==> config.mk <==
export PLATFORM = sky130hd
export DESIGN_NAME = cubemap_face_uv_select
export DESIGN_NICKNAME = d
export VERILOG_FILES = /design/src/rtl/cfus_pkg.sv /design/src/rtl/cfus_div_pipe.sv /design/src/rtl/cubemap_face_uv_select.sv
export VERILOG_INCLUDE_DIRS = /design/src /design/src/rtl
export SDC_FILE = /design/constraint.sdc
export NUM_CORES = 2
export LEC_CHECK = 0
export ABC_AREA = 1
export BUFFER_PORTS_ARGS = -buffer_cell sky130_fd_sc_hd__buf_2
export CAP_MARGIN = 5
export CORE_MARGIN = 5
export CORE_UTILIZATION = 35
export DETAILED_ROUTE_END_ITERATION = 8
export SYNTH_ARGS = -nofsm -noshare
export SYNTH_HDL_FRONTEND = slang
export SYNTH_SLANG_ARGS = --single-unit
==> constraint.sdc <==
create_clock -name clk_i -period 14.5 [get_ports clk_i]
set_input_delay 0.725 -clock clk_i [delete_from_list [all_inputs] [get_ports clk_i]]
set_output_delay 0.725 -clock clk_i [all_outputs]
set_load 0.02 [all_outputs]
==> src/rtl/cubemap_face_uv_select_defines.svh <==
// Assertion macros shared by the cube-map face selector RTL.
// Needs clk_i and rst_ni in the scope of each use.
`ifndef CUBEMAP_FACE_UV_SELECT_DEFINES_SVH
`define CUBEMAP_FACE_UV_SELECT_DEFINES_SVH

// same-cycle implication
`define CFUS_ASSERT_NOW(name, ante, cons, msg) \
  name: assert property (@(posedge clk_i) disable iff (!rst_ni) (ante) |-> (cons)) \
    else $error(msg);

// next-cycle implication
`define CFUS_ASSERT_NXT(name, ante, cons, msg) \
  name: assert property (@(posedge clk_i) disable iff (!rst_ni) (ante) |=> (cons)) \
    else $error(msg);

`endif

==> src/rtl/cfus_pkg.sv <==
// Types and constants for the cube-map face selector.
// No dependencies; used by cfus_div_pipe and cubemap_face_uv_select.
package cfus_pkg;

  localparam int COMP_BITS_DEF = 16;
  localparam int FS_W          = 16;
  localparam logic [FS_W-1:0] FS_RESET = 16'd512;
  localparam logic [FS_W-1:0] FS_MIN   = 16'd2;

  // quotient bits per division and pipeline split
  localparam int QBITS         = 16;
  localparam int STEPS_PER_STG = 2;
  localparam int NSTG          = QBITS / STEPS_PER_STG;

  // divider lanes
  localparam int NLANES = 3;
  localparam int LANE_U = 0;
  localparam int LANE_V = 1;
  localparam int LANE_E = 2;

  localparam int FACE_W      = 3;
  localparam int OUT_TDATA_W = ((FACE_W + 2 * QBITS + 7) / 8) * 8;

  typedef enum logic [FACE_W-1:0] {
    FACE_PX = 3'd0,
    FACE_NX = 3'd1,
    FACE_PY = 3'd2,
    FACE_NY = 3'd3,
    FACE_PZ = 3'd4,
    FACE_NZ = 3'd5
  } cfus_face_e;

  typedef struct packed {
    cfus_face_e face;
    logic       neg_u;
    logic       neg_v;
    logic       degen;
  } cfus_side_t;

endpackage

==> src/rtl/cfus_div_pipe.sv <==
// Pipelined restoring divider, three lanes, two quotient bits per stage.
// Depends on cfus_pkg.
module cfus_div_pipe import cfus_pkg::*; #(
  parameter int COMP_BITS = COMP_BITS_DEF
) (
  input  logic                   clk_i,
  input  logic                   rst_ni,
  input  logic                   valid_i,
  output logic                   ready_o,
  input  logic [((COMP_BITS > FS_W) ? COMP_BITS : FS_W):0]   rem_i [NLANES],
  input  logic [((COMP_BITS > FS_W) ? COMP_BITS : FS_W)-1:0] den_i [NLANES],
  input  cfus_side_t             side_i,
  output logic                   valid_o,
  input  logic                   ready_i,
  output logic [QBITS-1:0]       quo_o [NLANES],
  output cfus_side_t             side_o
);

  localparam int DW = (COMP_BITS > FS_W) ? COMP_BITS : FS_W;
  localparam int RW = DW + 1;

  logic [RW-1:0]    rem_q [NSTG][NLANES];
  logic [DW-1:0]    den_q [NSTG][NLANES];
  logic [QBITS-1:0] quo_q [NSTG][NLANES];
  cfus_side_t       side_q [NSTG];
  logic [NSTG-1:0]  vld_q;
  logic [NSTG:0]    rdy;

  assign rdy[NSTG] = ready_i;
  assign ready_o   = rdy[0];

  for (genvar k = 0; k < NSTG; k++) begin : g_stg
    logic [RW-1:0]    prv_rem [NLANES];
    logic [DW-1:0]    prv_den [NLANES];
    logic [QBITS-1:0] prv_quo [NLANES];
    cfus_side_t       prv_side;
    logic             prv_vld;
    logic [RW-1:0]    nxt_rem [NLANES];
    logic [QBITS-1:0] nxt_quo [NLANES];

    if (k == 0) begin : g_src_in
      assign prv_rem  = rem_i;
      assign prv_den  = den_i;
      assign prv_quo  = '{default: '0};
      assign prv_side = side_i;
      assign prv_vld  = valid_i;
    end else begin : g_src_stg
      assign prv_rem  = rem_q[k-1];
      assign prv_den  = den_q[k-1];
      assign prv_quo  = quo_q[k-1];
      assign prv_side = side_q[k-1];
      assign prv_vld  = vld_q[k-1];
    end

    // remainder stays below twice the divisor between steps
    always_comb begin
      logic [RW-1:0]    r;
      logic [QBITS-1:0] qt;
      logic             b;
      for (int l = 0; l < NLANES; l++) begin
        r  = prv_rem[l];
        qt = prv_quo[l];
        for (int s = 0; s < STEPS_PER_STG; s++) begin
          b = (r >= {1'b0, prv_den[l]});
          if (b) begin
            r = r - {1'b0, prv_den[l]};
          end
          r  = {r[RW-2:0], 1'b0};
          qt = {qt[QBITS-2:0], b};
        end
        nxt_rem[l] = r;
        nxt_quo[l] = qt;
      end
    end

    assign rdy[k] = !vld_q[k] || rdy[k+1];

    always_ff @(posedge clk_i or negedge rst_ni) begin
      if (!rst_ni) begin
        vld_q[k] <= 1'b0;
      end else if (rdy[k]) begin
        vld_q[k] <= prv_vld;
      end
    end

    always_ff @(posedge clk_i) begin
      if (rdy[k] && prv_vld) begin
        rem_q[k]  <= nxt_rem;
        den_q[k]  <= prv_den;
        quo_q[k]  <= nxt_quo;
        side_q[k] <= prv_side;
      end
    end
  end

  assign valid_o = vld_q[NSTG-1];
  assign quo_o   = quo_q[NSTG-1];
  assign side_o  = side_q[NSTG-1];

endmodule

==> src/rtl/cubemap_face_uv_select.sv <==
// Cube-map face selection with clamped Q0.16 face coordinates.
// Depends on cfus_pkg, cfus_div_pipe and cubemap_face_uv_select_defines.svh.
//
//   channel  dir   handshake                 payload
//   s_*      in    s_tvalid_i / s_tready_o   s_tdata_i: dir_x, dir_y, dir_z
//   m_*      out   m_tvalid_o / m_tready_i   m_tdata_o: face, coord_u, coord_v
//                                            m_tuser_o: degenerate
//   cfg_*    in    cfg_we_i                  cfg_wdata_i: face_size
//
// One transfer per cycle in and out while m_tready_i stays high, through
// one select stage, the divider pipe (16-bit restoring division, two
// quotient bits per stage) and one clamp/output stage.
// Reset clears all valid bits and sets face_size to 512.
// A stalled output holds; earlier stages keep filling until each is full.
`include "cubemap_face_uv_select_defines.svh"

module cubemap_face_uv_select import cfus_pkg::*; #(
  parameter int COMP_BITS = COMP_BITS_DEF
) (
  input  logic                                   clk_i,
  input  logic                                   rst_ni,
  input  logic                                   s_tvalid_i,
  output logic                                   s_tready_o,
  // dir_x, dir_y, dir_z
  input  logic [((3 * COMP_BITS + 7) / 8) * 8 - 1:0] s_tdata_i,
  output logic                                   m_tvalid_o,
  input  logic                                   m_tready_i,
  // face, coord_u, coord_v, zero pad
  output logic [OUT_TDATA_W-1:0]                 m_tdata_o,
  // degenerate
  output logic                                   m_tuser_o,
  input  logic                                   cfg_we_i,
  input  logic [FS_W-1:0]                        cfg_wdata_i
);

  localparam int DW = (COMP_BITS > FS_W) ? COMP_BITS : FS_W;
  localparam int RW = DW + 1;
  localparam int CB = COMP_BITS;
  localparam int PAD_W = OUT_TDATA_W - FACE_W - 2 * QBITS;
  localparam logic [QBITS:0] UNIT_C   = {1'b1, {QBITS{1'b0}}};
  localparam logic [QBITS:0] CENTRE_C = {2'b01, {(QBITS-1){1'b0}}};

  // config register
  logic [FS_W-1:0] fs_q;

  always_ff @(posedge clk_i or negedge rst_ni) begin
    if (!rst_ni) begin
      fs_q <= FS_RESET;
    end else if (cfg_we_i) begin
      fs_q <= cfg_wdata_i;
    end
  end

  // select stage
  logic [CB-1:0]  dx, dy, dz, ax, ay, az;
  logic [CB-1:0]  mag_m, mag_s, mag_t;
  logic [FS_W-1:0] fs_sat;
  cfus_side_t     side_d;
  logic [RW-1:0]  rem_d [NLANES];
  logic [DW-1:0]  den_d [NLANES];

  logic           f_vld_q;
  logic [RW-1:0]  f_rem_q [NLANES];
  logic [DW-1:0]  f_den_q [NLANES];
  cfus_side_t     f_side_q;
  logic           f_rdy;

  logic             div_rdy, div_vld;
  logic [QBITS-1:0] div_quo [NLANES];
  cfus_side_t       div_side;

  logic             out_rdy;

  assign dx = s_tdata_i[CB-1:0];
  assign dy = s_tdata_i[2*CB-1:CB];
  assign dz = s_tdata_i[3*CB-1:2*CB];

  always_comb begin
    logic xn, yn, zn, xp, yp, zp;
    xn = dx[CB-1];
    yn = dy[CB-1];
    zn = dz[CB-1];
    xp = !xn && (|dx);
    yp = !yn && (|dy);
    zp = !zn && (|dz);
    ax = xn ? (~dx + 1'b1) : dx;
    ay = yn ? (~dy + 1'b1) : dy;
    az = zn ? (~dz + 1'b1) : dz;
    side_d = '0;
    if (ax >= ay && ax >= az) begin
      mag_m = ax;
      mag_s = az;
      mag_t = ay;
      side_d.neg_v = yp;
      if (!xn) begin
        side_d.face  = FACE_PX;
        side_d.neg_u = zp;
      end else begin
        side_d.face  = FACE_NX;
        side_d.neg_u = zn;
      end
    end else if (ay >= az) begin
      mag_m = ay;
      mag_s = ax;
      mag_t = az;
      side_d.neg_u = xn;
      if (!yn) begin
        side_d.face  = FACE_PY;
        side_d.neg_v = zn;
      end else begin
        side_d.face  = FACE_NY;
        side_d.neg_v = zp;
      end
    end else begin
      mag_m = az;
      mag_s = ax;
      mag_t = ay;
      side_d.neg_v = yp;
      if (!zn) begin
        side_d.face  = FACE_PZ;
        side_d.neg_u = xn;
      end else begin
        side_d.face  = FACE_NZ;
        side_d.neg_u = xp;
      end
    end
    side_d.degen = !(|{dx, dy, dz});
    if (side_d.degen) begin
      side_d.face = FACE_PX;
    end
  end

  assign fs_sat = (fs_q < FS_MIN) ? FS_MIN : fs_q;

  // eps lane: 2 * 2^15 / fs = 65536 / fs
  always_comb begin
    rem_d[LANE_U] = RW'(mag_s);
    rem_d[LANE_V] = RW'(mag_t);
    rem_d[LANE_E] = RW'(FS_MIN);
    den_d[LANE_U] = DW'(mag_m);
    den_d[LANE_V] = DW'(mag_m);
    den_d[LANE_E] = DW'(fs_sat);
  end

  assign f_rdy      = !f_vld_q || div_rdy;
  assign s_tready_o = f_rdy;

  always_ff @(posedge clk_i or negedge rst_ni) begin
    if (!rst_ni) begin
      f_vld_q <= 1'b0;
    end else if (f_rdy) begin
      f_vld_q <= s_tvalid_i;
    end
  end

  always_ff @(posedge clk_i) begin
    if (f_rdy && s_tvalid_i) begin
      f_rem_q  <= rem_d;
      f_den_q  <= den_d;
      f_side_q <= side_d;
    end
  end

  cfus_div_pipe #(
    .COMP_BITS(COMP_BITS)
  ) u_div (
    .clk_i   (clk_i),
    .rst_ni  (rst_ni),
    .valid_i (f_vld_q),
    .ready_o (div_rdy),
    .rem_i   (f_rem_q),
    .den_i   (f_den_q),
    .side_i  (f_side_q),
    .valid_o (div_vld),
    .ready_i (out_rdy),
    .quo_o   (div_quo),
    .side_o  (div_side)
  );

  // clamp / output stage
  function automatic logic [QBITS-1:0] clamp_coord(input logic neg,
                                                   input logic [QBITS-1:0] q,
                                                   input logic [QBITS-1:0] eps);
    logic [QBITS:0] c, lo, hi;
    c  = neg ? (CENTRE_C - {1'b0, q}) : (CENTRE_C + {1'b0, q});
    lo = {1'b0, eps};
    hi = UNIT_C - lo;
    if (c < lo) begin
      c = lo;
    end
    if (c > hi) begin
      c = hi;
    end
    return c[QBITS-1:0];
  endfunction

  logic             o_vld_q;
  cfus_face_e       o_face_q;
  logic [QBITS-1:0] o_u_q, o_v_q, u_d, v_d;
  logic             o_degen_q;

  always_comb begin
    if (div_side.degen) begin
      u_d = CENTRE_C[QBITS-1:0];
      v_d = CENTRE_C[QBITS-1:0];
    end else begin
      u_d = clamp_coord(div_side.neg_u, div_quo[LANE_U], div_quo[LANE_E]);
      v_d = clamp_coord(div_side.neg_v, div_quo[LANE_V], div_quo[LANE_E]);
    end
  end

  assign out_rdy = !o_vld_q || m_tready_i;

  always_ff @(posedge clk_i or negedge rst_ni) begin
    if (!rst_ni) begin
      o_vld_q <= 1'b0;
    end else if (out_rdy) begin
      o_vld_q <= div_vld;
    end
  end

  always_ff @(posedge clk_i) begin
    if (out_rdy && div_vld) begin
      o_face_q  <= div_side.face;
      o_u_q     <= u_d;
      o_v_q     <= v_d;
      o_degen_q <= div_side.degen;
    end
  end

  assign m_tvalid_o = o_vld_q;
  assign m_tdata_o  = {{PAD_W{1'b0}}, o_v_q, o_u_q, o_face_q};
  assign m_tuser_o  = o_degen_q;

  localparam logic [QBITS-1:0] HALF_C = CENTRE_C[QBITS-1:0];

  logic o_at_centre, o_in_margin, quo_ok;

  assign o_at_centre = (o_face_q == FACE_PX) && (o_u_q == HALF_C) && (o_v_q == HALF_C);
  assign o_in_margin = (o_u_q != '0) && (o_v_q != '0);
  assign quo_ok      = (div_quo[LANE_U] <= HALF_C) && (div_quo[LANE_V] <= HALF_C)
                       && (div_quo[LANE_E] != '0);

  `CFUS_ASSERT_NOW(a_degen_centre, o_vld_q && o_degen_q, o_at_centre, "degenerate not centred")
  `CFUS_ASSERT_NOW(a_margin, o_vld_q && !o_degen_q, o_in_margin, "coordinate on the edge")
  `CFUS_ASSERT_NOW(a_quo_range, div_vld && !div_side.degen, quo_ok, "quotient out of range")
  `CFUS_ASSERT_NXT(a_out_load, div_vld && out_rdy, o_vld_q, "output not loaded")

endmodule
==> impl_metrics.csv <==
group,metric,value,unit
global_route,grt_pass1_vias,65200,
logic_synthesis,yosys_warnings,0,
logic_synthesis,synth_commonest_cells,"2776 x nand2_1, 954 x inv_1, 930 x edfxtp_1",
route,drc,0,
logic_synthesis,yosysTopAreaCell,"edfxtp_1",
route,wirelength,236000,microns
timing,setup_violations,0,
timing,slew_viol_final,0,
worst_setup_path,worst_path_most_repeated_cell,"nand2_1",
worst_setup_path,critPathRequiredTime,15.00,ns
route,wl_per_cell,18.12,microns
logic_synthesis,seq_area_frac_synth,36.34,%
logic_synthesis,synth_top_area_share,35.51,%
route,via_per_inst,5.153,
worst_setup_path,start_kind,"register",
floorplanning,fp.dieH,484.0,microns
logic_synthesis,synthFlopType,"edfxtp_1",
global_route,grt_first_pass_wirelength,367300,microns
clock_tree,htree_levels,3,
logic_synthesis,ys_seq_elements,956,
logic_synthesis,synth.area.top_cells,"edfxtp_1 36%, ha_1 14%, nand2_1 13%, nand3_1 5.0%, inv_1 4.6%",
clock_tree,postCtsSetupBuffers,0,
logic_synthesis,yosysMostFrequentCell,"nand2_1",
clock_tree,numCtsBuffers,112,
layout,fin_nets,10880,
clock_tree,clkTransAtPathRegs,0.06,ns
layout,nFillCells,23090,
logic_synthesis,synth_compound_area_share,12.00,%
logic_synthesis,synth_edf_count,930,
worst_setup_path,critical_path_class,"reg -> reg",
logic_synthesis,synth_xor_area_share,6.826,%
logic_synthesis,synth_adder_area_share,14.17,%
global_route,grt_usage,19.40,%
global_route,antenna_found_initial,6,
clock_tree,clock_sinks,956,
worst_setup_path,critPathArrivalTime,6.68,ns
route,detail_route.first_pass.iterations,6,
placed_design,portBuffers,106,
floorplanning,ios,112,
floorplanning,die_w,484.0,microns
route,antenna_left,0,
worst_setup_path,endpoint_kind,"register",
floorplanning,core-area,224200,sq um
logic_synthesis,synth.avg_cell_area,7.971,sq um
layout,area_delta_synth_final,9.134,%
logic_synthesis,synthCells,9867,
timing,max_freq,161.8,MHz
clock_tree,post_cts_resized,0,
layout,drive_above_1_share,5.233,%
logic_synthesis,synthSimpleGateAreaFrac,24.61,%
timing,hold_ws,0.05193,ns
logic_synthesis,async_flop_share,2.720,%
worst_setup_path,critPathMaxFanout,31,
clock_tree,worstSkewPairLatency,0.75,ns
clock_tree,cts_root_buffer,"clkbuf_16",
route,first_iter_violations,4467,
timing,rsz0062_at_grt,"no",
worst_setup_path,slowest_stage,"nand2_1",
timing,hold_viol,0,
worst_setup_path,max_stage_delay,0.83,ns
timing,worst_slew_pin_slew,1.122,ns
clock_tree,cts_tree,"yes",
clock_tree,cts_hold_buf,0,
logic_synthesis,synth.distinct_cells,67,
placed_design,gp_congestion,0.9272,
timing,tns,0,ns
timing,timing.final.crit_share,42.62,%
global_route,grt_remaining_overflow,0,
clock_tree,clock_path_buffers,3,
timing,finClkSkew,0.05001,ns
placed_design,hpwlAfterDp,190700,microns
logic_synthesis,synth_top_family_by_area,"simple AND/OR/NAND/NOR gates",
worst_hold_path,hold_path_class,"in -> async",
run_status,status,"finished, final reports clean",
logic_synthesis,synth.cell_area,78650,sq um
floorplanning,initial_core_util,35.07,%
global_route,grt_max_degree,123,
floorplanning,dieArea,234300,sq um
timing,slew_headroom,24.99,%
logic_synthesis,synthMuxAreaShare,0,%
floorplanning,num_rows,174,
timing,fin_crit,6.180,ns
flow_run,cap_violations,0,
route,via_count,67130,
==> area by class of cell <==
| cell class | instances | area [sq um] | area share (%) |
|---|---|---|---|
| antenna | 2 | 5.005 | 0.005831 |
| clock buffer | 129 | 2898 | 3.376 |
| clock inverter | 82 | 807.0 | 0.9402 |
| inverter | 993 | 3761 | 4.382 |
| multi-input combinational | 7750 | 45370 | 52.86 |
| sequential | 956 | 28580 | 33.29 |
| tap | 2992 | 3744 | 4.361 |
| timing repair buffer | 123 | 670.6 | 0.7813 |
==> placed cells by master (no fill, tap or decap), drive strengths merged, types with 11 or more instances in the layout <==
cell,netlist,routed
nand2,2830,2830
edfxtp,930,930
dfrtp,25,25
o2111ai,29,29
clkinv,4,52
a21boi,47,47
o21ai,687,687
a211oi,11,11
xor2,368,368
nor3,101,101
nor2,598,598
nand3,794,794
nand4,92,92
or2,50,50
nor4,33,33
clkbuf,59,129
inv,989,1005
fa,25,25
o211ai,16,16
a21oi,696,696
o21bai,47,47
and2,12,12
ha,851,851
xnor2,245,245
a21o,81,81
buf,113,123
nand3b,38,38
a31oi,41,41
o21a,24,24
==> per-layer routing <==
metal	up-vias	part of all wire, %	global-route usage [%]
li1	33850	-	-
met1	31370	46	25.87
met2	1543	47	32.87
met3	361	4.2	2.148
met4	0	3.5	6.360
met5	-	0	0
==> cells by family (layout without fill, tap and decap cells) <==
family / Yosys count / in the layout
and+or+nand+nor: 4552 / 4552
AOI/OAI and AO/OA: 1704 / 1704
other: 1 / 7
DFF: 956 / 956
adders and majority gates: 876 / 876
buffers and inverters: 1165 / 1327
xor gates and xnor gates: 613 / 613
==> critical path, delay by kind of cell (launching register included) <==
kind,cells,cell delay [ns]
xor gates and xnor gates,1,0.23
adders and majority gates,3,0.78
and+or+nand+nor,20,3.92
DFF,1,0.39
buffers and inverters,2,0.15
AOI/OAI and AO/OA,3,0.46
==> flip-flops by register name, summed over array words and instances, names as in the netlist <==
register / count
f_den_q: 32
f_rem_q: 32
f_side_q: 6
f_vld_q: 1
fs_q: 16
m_tuser_o: 1
m_tvalid_o: 1
o_face_q: 3
o_u_q: 16
o_v_q: 16
u_div.den_q: 224
u_div.g_stg.prv_vld: 7
u_div.quo_q: 216
u_div.rem_q: 336
u_div.side_q: 48
u_div.valid_o: 1
==> path summary, 6_finish.rpt <==
kind                       cells after the start           startpoint  slack (ns)                endpoint
max in group asynchronous                      1               rst_ni       13.95  u_div.g_stg[7].prv_vld
setup reg to reg                              29  u_div.quo_q[1][160]        8.32               o_v_q[13]
setup / recovery                              29  u_div.quo_q[1][160]        8.32               o_v_q[13]
hold reg to reg                                0   u_div.quo_q[1][48]        0.40      u_div.quo_q[1][98]
min in group clk_i                             3       cfg_wdata_i[5]        0.19                 fs_q[5]
hold / removal                                 1               rst_ni        0.05                 fs_q[1]
==> metrics by stage <==
step	cells	cell area (sq um)	util (%)	setup WS, ns
after global routing	13030	85830	38.28	7.620
after detailed placement	12810	82130	36.62	8.202
after global placement	12810	82130	36.62	8.244
after floorplan	9871	78670	-	6.996
after CTS	13030	85830	38.28	8.193
final	13030	85840	38.28	8.320
Power is not shown: default switching activity piles up to over one toggle a cycle in this logic, so the estimate is an artifact.
